===== config.mk =====
export PLATFORM = sky130hd
export DESIGN_NAME = knsl_dist_lane
export DESIGN_NICKNAME = d
export VERILOG_FILES = /design/src/rtl/core/k_nearest_sorted_list_core_assert.svh /design/src/rtl/core/knsl_pkg.sv /design/src/rtl/core/knsl_dist_lane.sv
export SDC_FILE = /design/constraint.sdc
export NUM_CORES = 1
export LEC_CHECK = 0
export ABC_AREA = 1
export BUFFER_PORTS_ARGS = -buffer_cell sky130_fd_sc_hd__buf_4
export CORE_ASPECT_RATIO = 0.75
export CORE_MARGIN = 2
export CORE_UTILIZATION = 30
export CTS_BUF_LIST = sky130_fd_sc_hd__clkbuf_8 sky130_fd_sc_hd__clkbuf_16
export CTS_CLUSTER_DIAMETER = 50
export DETAILED_ROUTE_END_ITERATION = 16
export GPL_TIMING_DRIVEN = 0
export PLACE_DENSITY_LB_ADDON = 0.08
export SLEW_MARGIN = 40
export SYNTH_ARGS = -nofsm -noshare
export SYNTH_HDL_FRONTEND = slang
export SYNTH_SLANG_ARGS = --single-unit
export TNS_END_PERCENT = 5

===== constraint.sdc =====
create_clock -name i_clk -period 5.7 [get_ports i_clk]
set_input_delay 0.57 -clock i_clk [delete_from_list [all_inputs] [get_ports i_clk]]
set_output_delay 0.57 -clock i_clk [all_outputs]
set_load 0.01 [all_outputs]

===== src/rtl/core/k_nearest_sorted_list_core_assert.svh =====
// Assertion macros for the k-nearest sorted list core.
`ifndef K_NEAREST_SORTED_LIST_CORE_ASSERT_SVH
`define K_NEAREST_SORTED_LIST_CORE_ASSERT_SVH
`ifndef SYNTHESIS
`define KNSL_ASSERT(lbl, clk, rst_n, prop) \
    lbl: assert property (@(posedge clk) disable iff (!rst_n) prop) \
        else $error("knsl assertion failed");
`define KNSL_ASSERT_ALWAYS(lbl, clk, prop) \
    lbl: assert property (@(posedge clk) prop) \
        else $error("knsl assertion failed");
`else
`define KNSL_ASSERT(lbl, clk, rst_n, prop)
`define KNSL_ASSERT_ALWAYS(lbl, clk, prop)
`endif
`endif


===== src/rtl/core/knsl_pkg.sv =====
// Shared constants and types of the k-nearest sorted list core.
package knsl_pkg;

    localparam int KMAX_DEF       = 16;
    localparam int DIMS_DEF       = 3;
    localparam int COORD_BITS_DEF = 16;

    localparam int ID_W      = 16;
    localparam int DIST_W    = 36;
    localparam int RANK_W    = 4;
    localparam int KUSED_W   = 5;
    localparam int CFG_IDX_W = 2;
    localparam int QUERY_NUM = 3;

    localparam logic [KUSED_W-1:0] KUSED_RST = 5'd16;

    typedef enum logic [CFG_IDX_W-1:0] {
        CFG_QUERY_0,
        CFG_QUERY_1,
        CFG_QUERY_2,
        CFG_K_USED
    } t_cfg_reg;

    typedef struct packed {
        logic [ID_W-1:0]   id;
        logic [DIST_W-1:0] dist_sq;
    } t_entry;

    typedef struct packed {
        logic            first;
        logic            last;
        logic [ID_W-1:0] id;
    } t_tag;

    typedef struct packed {
        t_tag              tag;
        logic [DIST_W-1:0] dist_sq;
    } t_cand;

endpackage


===== src/rtl/core/knsl_dist_lane.sv =====
// One coordinate lane: difference to the query, magnitude, square.
module knsl_dist_lane #(
    parameter int COORD_BITS = knsl_pkg::COORD_BITS_DEF
) (
    input  logic                    i_clk,
    input  logic                    i_en,
    input  logic [COORD_BITS-1:0]   i_coord,
    input  logic [COORD_BITS-1:0]   i_query,
    output logic [2*COORD_BITS-1:0] o_sq
);

    logic signed [COORD_BITS:0] diff;
    logic [COORD_BITS-1:0]      n_mag;
    logic [COORD_BITS-1:0]      r_mag;
    logic [2*COORD_BITS-1:0]    n_sq;
    logic [2*COORD_BITS-1:0]    r_sq;

    always_comb begin
        diff  = $signed({i_coord[COORD_BITS-1], i_coord})
              - $signed({i_query[COORD_BITS-1], i_query});
        n_mag = diff[COORD_BITS] ? COORD_BITS'(-diff) : COORD_BITS'(diff);
        n_sq  = r_mag * r_mag;
    end

    always_ff @(posedge i_clk) begin
        if (i_en) begin
            r_mag <= n_mag;
            r_sq  <= n_sq;
        end
    end

    assign o_sq = r_sq;

endmodule


==> results.toml <==
[die]
dieArea_um2 = 36200
io_pins = 66
die_y_um = 165
initial_core_util_pct = 30.3
die_w_um = 219
rows = 59
core_um2 = 34400

[final_layout]
fillCellCount = 3686
n_antenna_cell = 0
fin_cells = 1884
fin_nets = 1741
drive_gt1_share_pct = 21.7
syn_to_final_growth_pct = 23.8
multi_input_area_um2 = 8050
final_cell_mix = "361 x inv_1, 260 x nand2_1, 153 x fa_1"
final_common_cell = "inv_1"
regArea_um2 = 1410

[logic_synthesis]
synth_edf_count = 47
synth_area_leaders = "fa_1 32%, ha_1 14%, inv_1 14%"
synthCells = 1303
synth_xor_area_share_pct = 4.12
ys_types = 38
syn_area_per_cell_um2 = 7.99
synth-simple-area-share_pct = 17.1
synthFlopType = "edfxtp_1"
synthAdderAreaFrac_pct = 45.6
synthArstFlopShare_pct = 0
seq_area_frac_synth_pct = 13.6
yosysTopAreaCellShare_pct = 31.5
syn_area_um2 = 10400
synth_seq_cells = 47
synth-compound-area-share_pct = 4.33
synthMuxAreaShare_pct = 0.108
ys_warn_count = 0
synth.largest_area_cell = "fa_1"
synth_top_family_by_area = "adder cells"
synthesis.nets = 1618

[timing]
worstMarginPinSlew_ns = 0.734
rsz0062_at_grt = "yes"
fmax_mhz = 176
hold_viol = 0
layout_min_cycle_time_ns = 5.67
skew_ns = 0.0105
final-setup-viol-count = 0
slew_headroom_pct = 51.1
slew_violations = 0
finalCritPeriodShare_pct = 99.5
timing.final.ws_setup_ns = 0.0307

[placement]
hpwl_mm = 24.6
portBuffers = 64
dpl.cell_count = 1824
place_ws_ns = -1.29
gp_congestion = 0.823

[cts]
cts_num_sinks = 47
holdBufCountCts = 0
clk_latency_ns = 0.31
cts_buffers = 5
cts_tree = "built"
cts_htree_levels = 2
clk_pin_slew_ns = 0.08
root_buffer = "clkbuf_16"
clk_path_buf_depth = 2

[worst_setup_path]
critPathMaxStageDelay_ns = 0.55
cp_data_arrival_time_ns = 5.70
crit_fanout = 5
worstSetupStartpointType = "flip-flop"
crit_chain = "clkbuf_8 -> buf_6 -> buf_12 -> nand2_2 -> inv_1 -> fa_1 -> inv_1 -> fa_1 -> inv_1 -> fa_2 -> fa_1 -> fa_1 -> inv_1 -> fa_1 -> inv_1 -> ha_4 -> nand2_1 -> nand2_2 -> a21oi_2 -> nor2_1 -> nor2_1 -> o211ai_1 -> xor2_1"
slowest_stage = "fa_1"
worstSetupPathType = "flip-flop to flip-flop"
worst_ep_required_time_ns = 5.73
critPathCaptureType = "flip-flop"
crit_buf_inv = 8
crit_family = "adder cells"

[grt]
grt_use_total_pct = 18.3
grt_pass1_vias = 8528
grt_max_degree = 48
antenna_found_initial = 0
grt_pass1_wl_mm = 49.4
grt.overflow.total = 0

[outcome]
outcome = "completed"

[routing]
drcViolationCount = 0
wirelength_mm = 30.8
avgViaCountPerCell = 4.35
vias = 8189
dr.pass1.iters = 4
wl_per_cell_um = 16.4
antenna_left = 0
drtIter0Drc = 424

[min_path]
hold_class = "input port to flip-flop"

[flow_run]
cap_violations = 0
-- path summary, 6_finish.rpt --
path | slack, ns | depth (start not counted) | end | startpoint
worst max-delay path | 0.03 | 23 | o_sq[28] | r_mag[11]
worst min-delay path | 0.69 | 3 | r_mag[0] | i_query[0]
worst max register to register | 0.03 | 23 | o_sq[28] | r_mag[11]
worst min register to register | 0.78 | 0 | o_sq[0] | r_mag[0]
-- cell usage after synthesis, types with 2 or more instances --
cell type	instances
a211oi_1	2
a21o_1	3
nand2_1	298
edfxtp_1	47
o21bai_1	3
or2_2	2
clkbuf_1	30
nand3_1	31
nor2_1	52
nand3b_1	4
xor2_1	34
nand2_4	2
nor3_1	10
a31oi_1	2
a21oi_1	43
o21ai_1	6
o21ai_0	14
inv_1	381
o211ai_1	4
nor2_2	5
nand2_2	8
xnor2_1	15
nand4_1	9
nand3_2	5
ha_1	117
fa_1	164
-- cell type report --
class	count	share of cell area [%]
inverters	383	11.2
plain buffers	21	1.84
flip-flops and latches	47	11.0
well taps	457	4.44
repair buffers	127	7.61
multi-input cells	841	62.5
clock inverters	3	0.495
clock buffers	5	0.971
-- through the flow --
step / cell area, um2 / utilization, % / hold slack [ns] / setup TNS [ns]
floorplan: 10400 / - / 0.424 / 0
global placement: 11500 / 33.3 / 0.439 / -25.68
detailed placement: 11500 / 33.3 / 0.436 / -22.20
CTS: 12400 / 36.2 / 0.456 / -0.499
global route: 12900 / 37.5 / 0.712 / -2.23
finish: 12900 / 37.5 / 0.692 / 0
-- kinds of logic after synthesis --
family,Yosys count
AO/OA/AOI/OAI,81
XOR/XNOR,49
adder cells (fa/ha/maj),281
buffers and inverters,415
flip-flops,47
multiplexers,1
other,1
AND/OR/NAND/NOR,428
-- timing repair --
| item | CTS | global route |
|---|---|---|
| buffers inserted | 45 | 18 |
| pin swaps | 41 | 67 |
| endpoints found under the setup margin | 24 | 20 |
| gates resized for setup | 125 | 93 |
-- layer usage --
| metal | global-route usage (%) | part of all wire [%] |
|---|---|---|
| met4 | 2.95 | 1.5 |
| met5 | 0 | 0 |
| met3 | 2.33 | 3.6 |
| met1 | 28.4 | 53 |
| met2 | 27.3 | 42 |
-- worst min-delay path, stage by stage --
cell and delay, ns:
buf_4 0.08, ha_1 0.15, inv_1 0.04
-- registers in the layout, indices dropped and copies added (netlist names) --
name / count
o_sq: 31
r_mag: 16
Power is not shown: default switching activity piles up to over one toggle a cycle in this logic, so the estimate is an artifact.
