`src/rtl/core/k_nearest_sorted_list_core_assert.svh`:
```
// Assertion macros for the k-nearest sorted list core.
`ifndef K_NEAREST_SORTED_LIST_CORE_ASSERT_SVH
`define K_NEAREST_SORTED_LIST_CORE_ASSERT_SVH
`ifndef SYNTHESIS
`define KNSL_ASSERT(lbl, clk, rst_n, prop) \
    lbl: assert property (@(posedge clk) disable iff (!rst_n) prop) \
        else $error("knsl assertion failed");
`define KNSL_ASSERT_ALWAYS(lbl, clk, prop) \
    lbl: assert property (@(posedge clk) prop) \
        else $error("knsl assertion failed");
`else
`define KNSL_ASSERT(lbl, clk, rst_n, prop)
`define KNSL_ASSERT_ALWAYS(lbl, clk, prop)
`endif
`endif

```
`src/rtl/core/knsl_pkg.sv`:
```
// Shared constants and types of the k-nearest sorted list core.
package knsl_pkg;

    localparam int KMAX_DEF       = 16;
    localparam int DIMS_DEF       = 3;
    localparam int COORD_BITS_DEF = 16;

    localparam int ID_W      = 16;
    localparam int DIST_W    = 36;
    localparam int RANK_W    = 4;
    localparam int KUSED_W   = 5;
    localparam int CFG_IDX_W = 2;
    localparam int QUERY_NUM = 3;

    localparam logic [KUSED_W-1:0] KUSED_RST = 5'd16;

    typedef enum logic [CFG_IDX_W-1:0] {
        CFG_QUERY_0,
        CFG_QUERY_1,
        CFG_QUERY_2,
        CFG_K_USED
    } t_cfg_reg;

    typedef struct packed {
        logic [ID_W-1:0]   id;
        logic [DIST_W-1:0] dist_sq;
    } t_entry;

    typedef struct packed {
        logic            first;
        logic            last;
        logic [ID_W-1:0] id;
    } t_tag;

    typedef struct packed {
        t_tag              tag;
        logic [DIST_W-1:0] dist_sq;
    } t_cand;

endpackage

```
`src/rtl/core/knsl_emit.sv`:
```
// Output buffer: snapshot of the list, shifted out one entry per transfer.
`include "k_nearest_sorted_list_core_assert.svh"

module knsl_emit #(
    parameter int KMAX = knsl_pkg::KMAX_DEF,
    localparam int KW  = $clog2(KMAX + 1),
    localparam int IW  = (KMAX > 1) ? $clog2(KMAX) : 1
) (
    input  logic                            i_clk,
    input  logic                            i_rst_n,
    input  logic                            i_load,
    input  knsl_pkg::t_entry [KMAX-1:0]     i_list,
    input  logic [KW-1:0]                   i_count,
    output logic                            o_busy,
    output logic                            o_valid,
    input  logic                            i_ready,
    output logic [knsl_pkg::RANK_W-1:0]     o_rank,
    output logic [knsl_pkg::ID_W-1:0]       o_id,
    output logic [knsl_pkg::DIST_W-1:0]     o_dist,
    output logic                            o_end
);

    knsl_pkg::t_entry [KMAX-1:0] r_buf;
    logic [KW-1:0]               r_left;
    logic [IW-1:0]               r_rank;
    logic                        xfer;

    assign xfer = o_valid && i_ready;

    always_ff @(posedge i_clk) begin
        if (!i_rst_n) begin
            r_left <= '0;
            r_rank <= '0;
        end else if (i_load) begin
            r_left <= i_count;
            r_rank <= '0;
        end else if (xfer) begin
            r_left <= KW'(r_left - 1'b1);
            r_rank <= IW'(r_rank + 1'b1);
        end
    end

    always_ff @(posedge i_clk) begin
        if (i_load) begin
            r_buf <= i_list;
        end else if (xfer) begin
            for (int j = 0; j < KMAX - 1; j++) begin
                r_buf[j] <= r_buf[j+1];
            end
        end
    end

    assign o_busy  = (r_left != '0);
    assign o_valid = o_busy;
    assign o_rank  = knsl_pkg::RANK_W'(r_rank);
    assign o_id    = r_buf[0].id;
    assign o_dist  = r_buf[0].dist_sq;
    assign o_end   = (r_left == KW'(1));

    `KNSL_ASSERT(a_load_when_idle, i_clk, i_rst_n, i_load |-> !o_busy)
    `KNSL_ASSERT(a_end_drains, i_clk, i_rst_n, (xfer && o_end && !i_load) |=> !o_valid)
    `KNSL_ASSERT(a_rank_steps, i_clk, i_rst_n, (xfer && !o_end) |=> (o_valid && (o_rank == 4'($past(o_rank) + 4'd1))))
    `KNSL_ASSERT_ALWAYS(a_reset_idle, i_clk, !i_rst_n |=> !o_valid)

endmodule

```
`config.mk`:
```
export PLATFORM = sky130hd
export DESIGN_NAME = knsl_emit
export DESIGN_NICKNAME = d
export VERILOG_FILES = /design/src/rtl/core/knsl_pkg.sv /design/src/rtl/core/knsl_emit.sv
export VERILOG_INCLUDE_DIRS = /design/src /design/src/rtl/core
export SDC_FILE = /design/constraint.sdc
export NUM_CORES = 1
export LEC_CHECK = 0
export ABC_AREA = 1
export BUFFER_PORTS_ARGS = -buffer_cell sky130_fd_sc_hd__buf_4
export CAP_MARGIN = 15
export CORE_MARGIN = 2
export CORE_UTILIZATION = 26
export DETAILED_ROUTE_END_ITERATION = 7
export PLACE_DENSITY = 0.43
export SKIP_LAST_GASP = 1
export SLEW_MARGIN = 5
export SYNTH_ARGS = -nofsm -noshare
export SYNTH_HDL_FRONTEND = slang
export SYNTH_SLANG_ARGS = --single-unit
```
`constraint.sdc`:
```
create_clock -name i_clk -period 15.5 [get_ports i_clk]
set_input_delay 0.775 -clock i_clk [delete_from_list [all_inputs] [get_ports i_clk]]
set_output_delay 0.775 -clock i_clk [all_outputs]
set_load 0.1 [all_outputs]
```
==> impl_metrics.json <==
{
  "status": "finished, final reports clean",
  "die_y_um": 375,
  "clk_latency_ps": 710,
  "clockPowerShare": 0.391,
  "p_leak_uw": 0.0217,
  "worst_clock_skew_ps": 41.4,
  "nNetsFinal": 5118,
  "slew_headroom": 0.306,
  "start_kind": "primary input",
  "port_buffers": 899,
  "yosys_warnings": 0,
  "wl_per_cell_um": 18.7,
  "grt_max_degree": 206,
  "cts_hold_buf": 0,
  "gp_congestion": 0.817,
  "min_path_cells": 1,
  "fp.dieW_um": 375,
  "p_int_uw": 4510,
  "holdPathEnd": "r_buf[780]",
  "synth_nets": 4316,
  "worstHoldPathType": "primary input to flop",
  "multi_input_area_um2": 9080,
  "placed_cells": 5950,
  "initial_core_util": 0.263,
  "hpwl_um": 81900,
  "ant_nets": 0,
  "synthesis.instances": 3472,
  "grt_pass1_wl_um": 166000,
  "fin_crit_ps": 5020,
  "r2r_end": "o_dist[26]",
  "num_rows": 135,
  "seq_area_um2": 25200,
  "clockBufferDepth": 3,
  "p_total_uw": 6060,
  "clk_pin_slew_ps": 60,
  "worstMarginPinSlew_ps": 1040,
  "cts_setup_buffers": 0,
  "fill_cells": 14051,
  "area_delta_synth_final_pct": 31.2,
  "h-tree-depth": 3,
  "fmax_mhz": 199,
  "finalHoldViolCount": 0,
  "grt_use_total": 0.159,
  "cts.sinks": 841,
  "synth_cell_types": 20,
  "period_share": 0.324,
  "dieArea_um2": 140000,
  "final_common_cell": "nand2_1",
  "vias_per_cell": 4.11,
  "antenna_found_initial": 57,
  "setup_viol": 0,
  "firstDrtPassIters": 5,
  "swShare": 0.256,
  "netlist_area_um2": 35700,
  "max-cap-violations": 0,
  "cp_max_fo": 149,
  "criticalPathCategory": "primary input to flop",
  "drc": 0,
  "ys_ff_latch": 841,
  "cts_tree": "yes",
  "grt_overflow": 0,
  "netSwitchingPower_uw": 1550,
  "irDropWorstVdd_mv": 0.0886,
  "synth_area_per_cell_um2": 10.3,
  "vias": 25285,
  "grt_pass1_vias": 25441,
  "r2r_cells": 8,
  "crit_path_end_kind": "flop",
  "final_cells": 6156,
  "arrival_ps": 5350,
  "power_density_nw_per_um2": 129,
  "combPwrFrac": 0.123,
  "cts_resized": 0,
  "synth-seq-area-share": 0.705,
  "cts_made_buffers": 103,
  "core_area_um2": 136000,
  "rrSetupSlack_ps": 11020,
  "drt_iter0_markers": 1750,
  "hp-start": "i_list[780]",
  "clock-root-buffer": "clkbuf_16",
  "crit_required_ps": 15820,
  "final-max-slew-violation-count": 0,
  "drive_gt1_frac": 0.245,
  "p_seq_frac": 0.486,
  "ios": 900,
  "layout_common_cells": "nand2_1, buf_4, edfxtp_1",
  "rr_startpoint": "r_left[0]",
  "grt_setup_unrepaired": "no",
  "utilization": 0.345,
  "fin_setup_tns_ps": 0,
  "finalWirelength_um": 115000
}
[worst max-delay path, cell delays in order]
cell     delay [ps]
buf_8           600
inv_8           430
nand2_8         670
buf_4           670
buf_4           910
buf_12          660
[cell type report]
type / instances / area share
clock inverter: 57 / 0.0129
inverter: 10 / 0.000961
antenna: 18 / 0.000961
multi-input combinational: 2394 / 0.194
tap: 1781 / 0.0476
clock buffer: 131 / 0.0577
sequential: 841 / 0.537
timing repair buffer: 924 / 0.149
[registers in the layout, indices dropped and copies added, names as in the netlist]
| signal | cells |
|---|---|
| o_rank | 4 |
| o_dist | 36 |
| r_left | 5 |
| r_buf | 780 |
| o_id | 16 |
[layer usage]
| layer | GRT usage | part of all wire |
|---|---|---|
| met1 | 0.195 | 0.41 |
| met2 | 0.251 | 0.46 |
| met5 | 0 | 0.0040 |
| met3 | 0.0717 | 0.098 |
| met4 | 0.0463 | 0.024 |
[Yosys cell counts]
library cell,n,share of area
nor2_2,2,0.00035
nand2_4,2,0.00063
nand3_1,7,0.00098
nand3_2,1,0.00028
nor2_1,13,0.0014
buf_4,111,0.023
dfxtp_1,9,0.0050
edfxtp_1,832,0.70
nand2_1,2352,0.25
a21oi_1,1,0.00014
o21ai_1,1,0.00014
inv_2,2,0.00021
buf_6,4,0.0013
buf_2,112,0.016
ha_1,3,0.0011
nor3_1,1,0.00014
xnor2_1,2,0.00049
inv_1,8,0.00084
a21boi_0,1,0.00021
o21ai_0,8,0.0011
[stage by stage]
| step | instance area (µm²) | setup WS, ps | hold slack, ps |
|---|---|---|---|
| 6_report | 46900 | 10480 | 234 |
| 5_1_grt | 46800 | 10230 | 166 |
| 4_1_cts | 46800 | 10610 | 151 |
| 3_5_place_dp | 43500 | 9840 | 481 |
| 3_3_place_gp | 43500 | 9830 | 475 |
| 2_1_floorplan | 35700 | 8420 | 456 |
[cells by family after synthesis]
kind of cell / Yosys count / share of synthesized area
flip-flops: 841 / 0.705
XOR/XNOR: 2 / 0.000491
buffers and inverters: 237 / 0.0413
AND/OR/NAND/NOR: 2378 / 0.251
AO/OA/AOI/OAI: 11 / 0.00161
adder cells (fa/ha/maj): 3 / 0.00105
[power by group through the flow]
| stage | sequential, µW | combinational, µW | clock (µW) |
|---|---|---|---|
| 2_1_floorplan | 3000 | 465 | 0 |
| 3_3_place_gp | 2990 | 758 | 0 |
| 3_5_place_dp | 3000 | 760 | 0 |
| 4_1_cts | 2950 | 762 | 2450 |
| 5_1_grt | 2970 | 828 | 2530 |
| 6_report | 2950 | 745 | 2370 |
[worst max-delay path by stage]
stage	to	from	depth (start not counted)
CTS	r_buf[131]	i_load	6
finish	o_dist[26]	i_load	6
global placement	o_dist[21]	i_load	6
floorplan	o_dist[0]	r_left[0]	5
global route	r_buf[226]	i_load	6
detailed placement	r_buf[81]	i_load	6
Power figures use the tool's default switching activity.
