<file path="src/rtl/core/k_nearest_sorted_list_core_assert.svh">
// Assertion macros for the k-nearest sorted list core.
`ifndef K_NEAREST_SORTED_LIST_CORE_ASSERT_SVH
`define K_NEAREST_SORTED_LIST_CORE_ASSERT_SVH
`ifndef SYNTHESIS
`define KNSL_ASSERT(lbl, clk, rst_n, prop) \
    lbl: assert property (@(posedge clk) disable iff (!rst_n) prop) \
        else $error("knsl assertion failed");
`define KNSL_ASSERT_ALWAYS(lbl, clk, prop) \
    lbl: assert property (@(posedge clk) prop) \
        else $error("knsl assertion failed");
`else
`define KNSL_ASSERT(lbl, clk, rst_n, prop)
`define KNSL_ASSERT_ALWAYS(lbl, clk, prop)
`endif
`endif

</file>
<file path="src/rtl/core/knsl_pkg.sv">
// Shared constants and types of the k-nearest sorted list core.
package knsl_pkg;

    localparam int KMAX_DEF       = 16;
    localparam int DIMS_DEF       = 3;
    localparam int COORD_BITS_DEF = 16;

    localparam int ID_W      = 16;
    localparam int DIST_W    = 36;
    localparam int RANK_W    = 4;
    localparam int KUSED_W   = 5;
    localparam int CFG_IDX_W = 2;
    localparam int QUERY_NUM = 3;

    localparam logic [KUSED_W-1:0] KUSED_RST = 5'd16;

    typedef enum logic [CFG_IDX_W-1:0] {
        CFG_QUERY_0,
        CFG_QUERY_1,
        CFG_QUERY_2,
        CFG_K_USED
    } t_cfg_reg;

    typedef struct packed {
        logic [ID_W-1:0]   id;
        logic [DIST_W-1:0] dist_sq;
    } t_entry;

    typedef struct packed {
        logic            first;
        logic            last;
        logic [ID_W-1:0] id;
    } t_tag;

    typedef struct packed {
        t_tag              tag;
        logic [DIST_W-1:0] dist_sq;
    } t_cand;

endpackage

</file>
<file path="src/rtl/core/knsl_sorted_list.sv">
// Sorted top-k list: parallel compare and shift insert, one candidate per cycle while i_step is high.
module knsl_sorted_list #(
    parameter int KMAX = knsl_pkg::KMAX_DEF,
    localparam int KW  = $clog2(KMAX + 1)
) (
    input  logic                             i_clk,
    input  logic                             i_rst_n,
    input  logic                             i_step,
    input  knsl_pkg::t_cand                  i_cand,
    input  logic [KW-1:0]                    i_k,
    output knsl_pkg::t_entry [KMAX-1:0]      o_list,
    output logic [KW-1:0]                    o_fill
);

    knsl_pkg::t_entry [KMAX-1:0] r_list;
    knsl_pkg::t_entry [KMAX-1:0] n_list;
    knsl_pkg::t_entry [KMAX-1:0] sh;
    logic [KW-1:0]               r_fill;
    logic [KW-1:0]               n_fill;
    logic [KW-1:0]               n_cnt;
    logic [KW-1:0]               limit;
    logic [KMAX-1:0]             vld;
    logic [KMAX-1:0]             le;
    logic [KMAX-1:0]             le_prev;
    logic                        full;
    logic                        ins;
    knsl_pkg::t_entry            e_new;

    always_comb begin
        e_new.id      = i_cand.tag.id;
        e_new.dist_sq = i_cand.dist_sq;
        n_cnt = i_cand.tag.first ? '0 : ((r_fill > i_k) ? i_k : r_fill);
        full  = (n_cnt == i_k);
        for (int j = 0; j < KMAX; j++) begin
            vld[j] = (KW'(j) < n_cnt);
            le[j]  = vld[j] && (r_list[j].dist_sq <= i_cand.dist_sq);
        end
        le_prev = KMAX'({le, 1'b1});
        ins     = !(full && (&(le | ~vld)));
        limit   = full ? KW'(i_k - 1'b1) : n_cnt;
        sh[0]   = e_new;
        for (int j = 1; j < KMAX; j++) begin
            sh[j] = r_list[j-1];
        end
        for (int j = 0; j < KMAX; j++) begin
            if (!ins || le[j]) begin
                n_list[j] = r_list[j];
            end else if (le_prev[j]) begin
                n_list[j] = e_new;
            end else if (KW'(j) <= limit) begin
                n_list[j] = sh[j];
            end else begin
                n_list[j] = r_list[j];
            end
        end
        n_fill = (ins && !full) ? KW'(n_cnt + 1'b1) : n_cnt;
    end

    always_ff @(posedge i_clk) begin
        if (!i_rst_n) begin
            r_fill <= '0;
        end else if (i_step) begin
            r_fill <= n_fill;
        end
    end

    always_ff @(posedge i_clk) begin
        if (i_step) begin
            r_list <= n_list;
        end
    end

    assign o_list = n_list;
    assign o_fill = n_fill;

endmodule

</file>
<file path="config.mk">
export PLATFORM = sky130hd
export DESIGN_NAME = knsl_sorted_list
export DESIGN_NICKNAME = d
export VERILOG_FILES = /design/src/rtl/core/k_nearest_sorted_list_core_assert.svh /design/src/rtl/core/knsl_pkg.sv /design/src/rtl/core/knsl_sorted_list.sv
export SDC_FILE = /design/constraint.sdc
export NUM_CORES = 2
export LEC_CHECK = 0
export BUFFER_PORTS_ARGS = -buffer_cell sky130_fd_sc_hd__buf_2
export CAP_MARGIN = 5
export CORE_AREA = 2 2 403 325
export CTS_CLUSTER_SIZE = 10
export DETAILED_ROUTE_END_ITERATION = 16
export DIE_AREA = 0 0 405 327
export HOLD_SLACK_MARGIN = 0.05
export PLACE_DENSITY = 0.72
export SYNTH_ARGS = -nofsm -noshare
export SYNTH_HDL_FRONTEND = slang
export SYNTH_SLANG_ARGS = --single-unit
</file>
<file path="constraint.sdc">
create_clock -name i_clk -period 5.63 [get_ports i_clk]
set_input_delay 0.2815 -clock i_clk [delete_from_list [all_inputs] [get_ports i_clk]]
set_output_delay 0.2815 -clock i_clk [all_outputs]
set_load 0.02 [all_outputs]
</file>
==> flow_summary.json <==
{
  "fillers": 11128,
  "clkPwrFrac_pct": 28.5,
  "clock.fmax_mhz": 178,
  "status": "complete, no violations",
  "finalSetupTns_ns": 0,
  "gp_congestion": 1.01,
  "cts.sinks": 837,
  "grt_pass1_wl_mm": 358,
  "period_needed_ns": 5.62,
  "synthFlopType": "edfxtp_1",
  "overflow": 0,
  "design_power_total_mw": 21.7,
  "crit_path_cell_trace": "ha_4 > nand4_1 > nor3_4 > buf_4 > nand4_1 > buf_4 > buf_4 > a31oi_1 > buf_4 > o211ai_1 > o21ai_1 > a2111oi_4 > o2111a_1 > buf_12 > buf_12 > a221oi_4 > buf_6 > clkbuf_16 > a2bb2oi_1 > clkbuf_4",
  "max-vdd-ir-drop_mv": 0.254,
  "worst_path_max_delay_cell": "edfxtp_1",
  "pwr-share-seq_pct": 37.9,
  "start_util_pct": 44.7,
  "final_nets": 6845,
  "ys_async_sr_fraction_pct": 0,
  "intPower_mw": 13.8,
  "rows": 118,
  "syn_nets": 5648,
  "yosysWarnings": 0,
  "max_stage_delay_ns": 0.51,
  "dieArea_mm2": 0.132,
  "die_h_um": 327,
  "die_width_um": 405,
  "grt_max_degree": 163,
  "placed_cells": 7797,
  "start_kind": "register",
  "cts_tree": "built",
  "p_sw_share_pct": 36.6,
  "crit_type": "register to output pin",
  "ys_seq_area_share_pct": 43.6,
  "port-buffer-count": 897,
  "p_comb_share_pct": 33.6,
  "drive_gt1_share_pct": 38.3,
  "syn-cell-area_mm2": 0.0575,
  "first_iter_violations": 6771,
  "final_area_mm2": 0.0711,
  "slew_violations": 0,
  "worstPathRequired_ns": 5.35,
  "root_buffer": "clkbuf_16",
  "coreArea_mm2": 0.129,
  "stdcell_count": 8008,
  "slew-limit-headroom_pct": 25.3,
  "clk_latency_ns": 0.74,
  "htree_num_levels": 3,
  "tightest_slew_ns": 1.12,
  "yosysUniqueCellTypes": 87,
  "area_growth_pct": 23.8,
  "avgViaCountPerCell": 6.40,
  "cts_buffers": 101,
  "drt-wirelength-per-cell_um": 32.5,
  "crit_arrival_ns": 5.34,
  "synth.ff_latch_count": 837,
  "hp-class": "input port to register",
  "clk_path_buf_depth": 3,
  "first_pass_iters": 6,
  "synth_edf_count": 832,
  "grt_util_all_layers_pct": 37.5,
  "dpl_cell_area_mm2": 0.0674,
  "first_global_vias": 48030,
  "ant_nets": 0,
  "p_switching_mw": 7.94,
  "syn_area_per_cell_um2": 11.5,
  "post-dp-hpwl_mm": 197,
  "drc": 0,
  "wl_mm": 260,
  "mostFrequentLayoutCell": "buf_2",
  "clk_pin_slew_worst_paths_ns": 0.06,
  "pin_count": 899,
  "vias": 51216,
  "fin_skew_ns": 0.0415,
  "finalSetupViolations": 0,
  "power_density_mw_per_mm2": 305,
  "synthCells": 5003,
  "antenna_found_initial": 15,
  "final_cell_mix": "874 x buf_2, 832 x edfxtp_1, 771 x mux2_2",
  "post-route-util_pct": 55.3,
  "min_period_over_period_pct": 99.8,
  "maxCapViolCount": 0,
  "critPathMostFrequentCell": "buf_4",
  "p_leak_nw": 29.6,
  "critPathMaxFanout": 9,
  "worst_setup_path_end_kind": "output pin",
  "final_hold_viol_count": 0
}
-- stage by stage --
| stage | worst slack (ns) | hold slack, ns |
|---|---|---|
| finish | 0.0124 | 0.0949 |
| global route | -0.0235 | 0.0749 |
| CTS | 0.00125 | 0.0516 |
| detailed placement | 0.123 | 0.549 |
| global placement | 0.120 | 0.545 |
| floorplan | 1.10 | 0.394 |
-- state kept, by name, indices dropped and copies added, names as in the netlist --
register,cells
r_fill,5
r_list,832
-- layer usage --
| metal | up-vias | part of all wire, % | wire length [µm] | track usage (%) |
|---|---|---|---|---|
| li1 | 21781 | - | - | - |
| met4 | 8 | 6.0 | 15600 | 18.5 |
| met5 | - | 0.022 | 57 | 0 |
| met2 | 3275 | 42 | 110000 | 54.9 |
| met3 | 635 | 12 | 31800 | 11.4 |
| met1 | 25517 | 40 | 103000 | 50.3 |
-- final timing paths --
| path | from | to | slack (ns) | depth (start not counted) |
|---|---|---|---|---|
| hold / removal | i_cand[15] | r_list[15] | 0.09 | 3 |
| setup reg to reg | r_list[799] | r_list[462] | 0.90 | 18 |
| setup / recovery | r_list[382] | o_list[438] | 0.01 | 20 |
| hold reg to reg | r_list[830] | r_list[830] | 0.57 | 1 |
-- power groups by stage --
| stage | logic [mW] | registers [mW] | clock network (mW) |
|---|---|---|---|
| 2_1_floorplan | 3.97 | 8.09 | 0 |
| 3_3_place_gp | 6.87 | 8.28 | 0 |
| 3_5_place_dp | 7.00 | 8.31 | 0 |
| 4_1_cts | 7.07 | 8.19 | 6.24 |
| 5_1_grt | 7.62 | 8.28 | 6.43 |
| 6_report | 7.29 | 8.23 | 6.20 |
-- what timing repair did --
| action | 4_1_cts | 5_1_grt |
|---|---|---|
| endpoints found under the hold margin | 7 | 1 |
| pin swaps | 9 | 14 |
| gates resized for setup | 11 | 75 |
| hold buffers | 3 | 1 |
| endpoints found under the setup margin | 433 | 662 |
| buffers inserted | 13 | 18 |
| gates cloned | 3 | 2 |
-- area by class of cell --
cell class / count / area (µm²) / share of cell area, %
diodes: 9 / 22.5 / 0.0317
clock buffers: 134 / 2750 / 3.86
clock inverters: 28 / 165 / 0.232
inverters: 108 / 405 / 0.570
multi-input cells: 3775 / 31200 / 43.9
flip-flops and latches: 837 / 25100 / 35.3
well taps: 1740 / 2180 / 3.06
repair buffers: 1377 / 9320 / 13.1
-- worst max-delay path: cells and delay by family (launching register included) --
family                     cells  cell delay, ns
buffers and inverters          9            1.72
adders and majority gates      1            0.34
and+or+nand+nor                3            0.64
AOI/OAI and AO/OA              7            1.35
DFF                            1            0.51
-- logic make-up (layout without fill, tap and decap cells) --
family / Yosys count / after routing / share of synthesized area, %
AO/OA/AOI/OAI: 1201 / 1202 / 12.8
flip-flops: 837 / 837 / 43.6
AND/OR/NAND/NOR: 973 / 973 / 7.71
multiplexers: 1011 / 1011 / 20.1
buffers and inverters: 392 / 1647 / 3.00
XOR/XNOR: 6 / 6 / 0.0914
other: 0 / 9 / 0
adder cells (fa/ha/maj): 583 / 583 / 12.7
-- synthesized netlist by cell type (16+ instances only) --
master / n / area [µm²]
a211oi_1: 24 / 180
a21o_1: 55 / 413
a21oi_1: 279 / 1400
a221oi_1: 17 / 149
a22oi_1: 24 / 180
a2bb2oi_1: 53 / 464
and3_1: 26 / 163
buf_2: 60 / 300
buf_6: 16 / 180
clkbuf_1: 185 / 694
edfxtp_1: 832 / 25000
ha_1: 583 / 7290
inv_1: 93 / 349
mux2_1: 173 / 1950
mux2_2: 768 / 8650
mux2_4: 49 / 736
mux2i_1: 21 / 210
nand2_1: 531 / 1990
nand3_1: 44 / 220
nand4_1: 126 / 788
nor2_1: 118 / 443
nor2b_1: 25 / 156
nor3_1: 32 / 160
nor4_1: 18 / 113
o211ai_1: 25 / 188
o21ai_0: 493 / 2470
o22a_1: 32 / 280
o22ai_1: 78 / 488
Power figures use the tool's default switching activity.
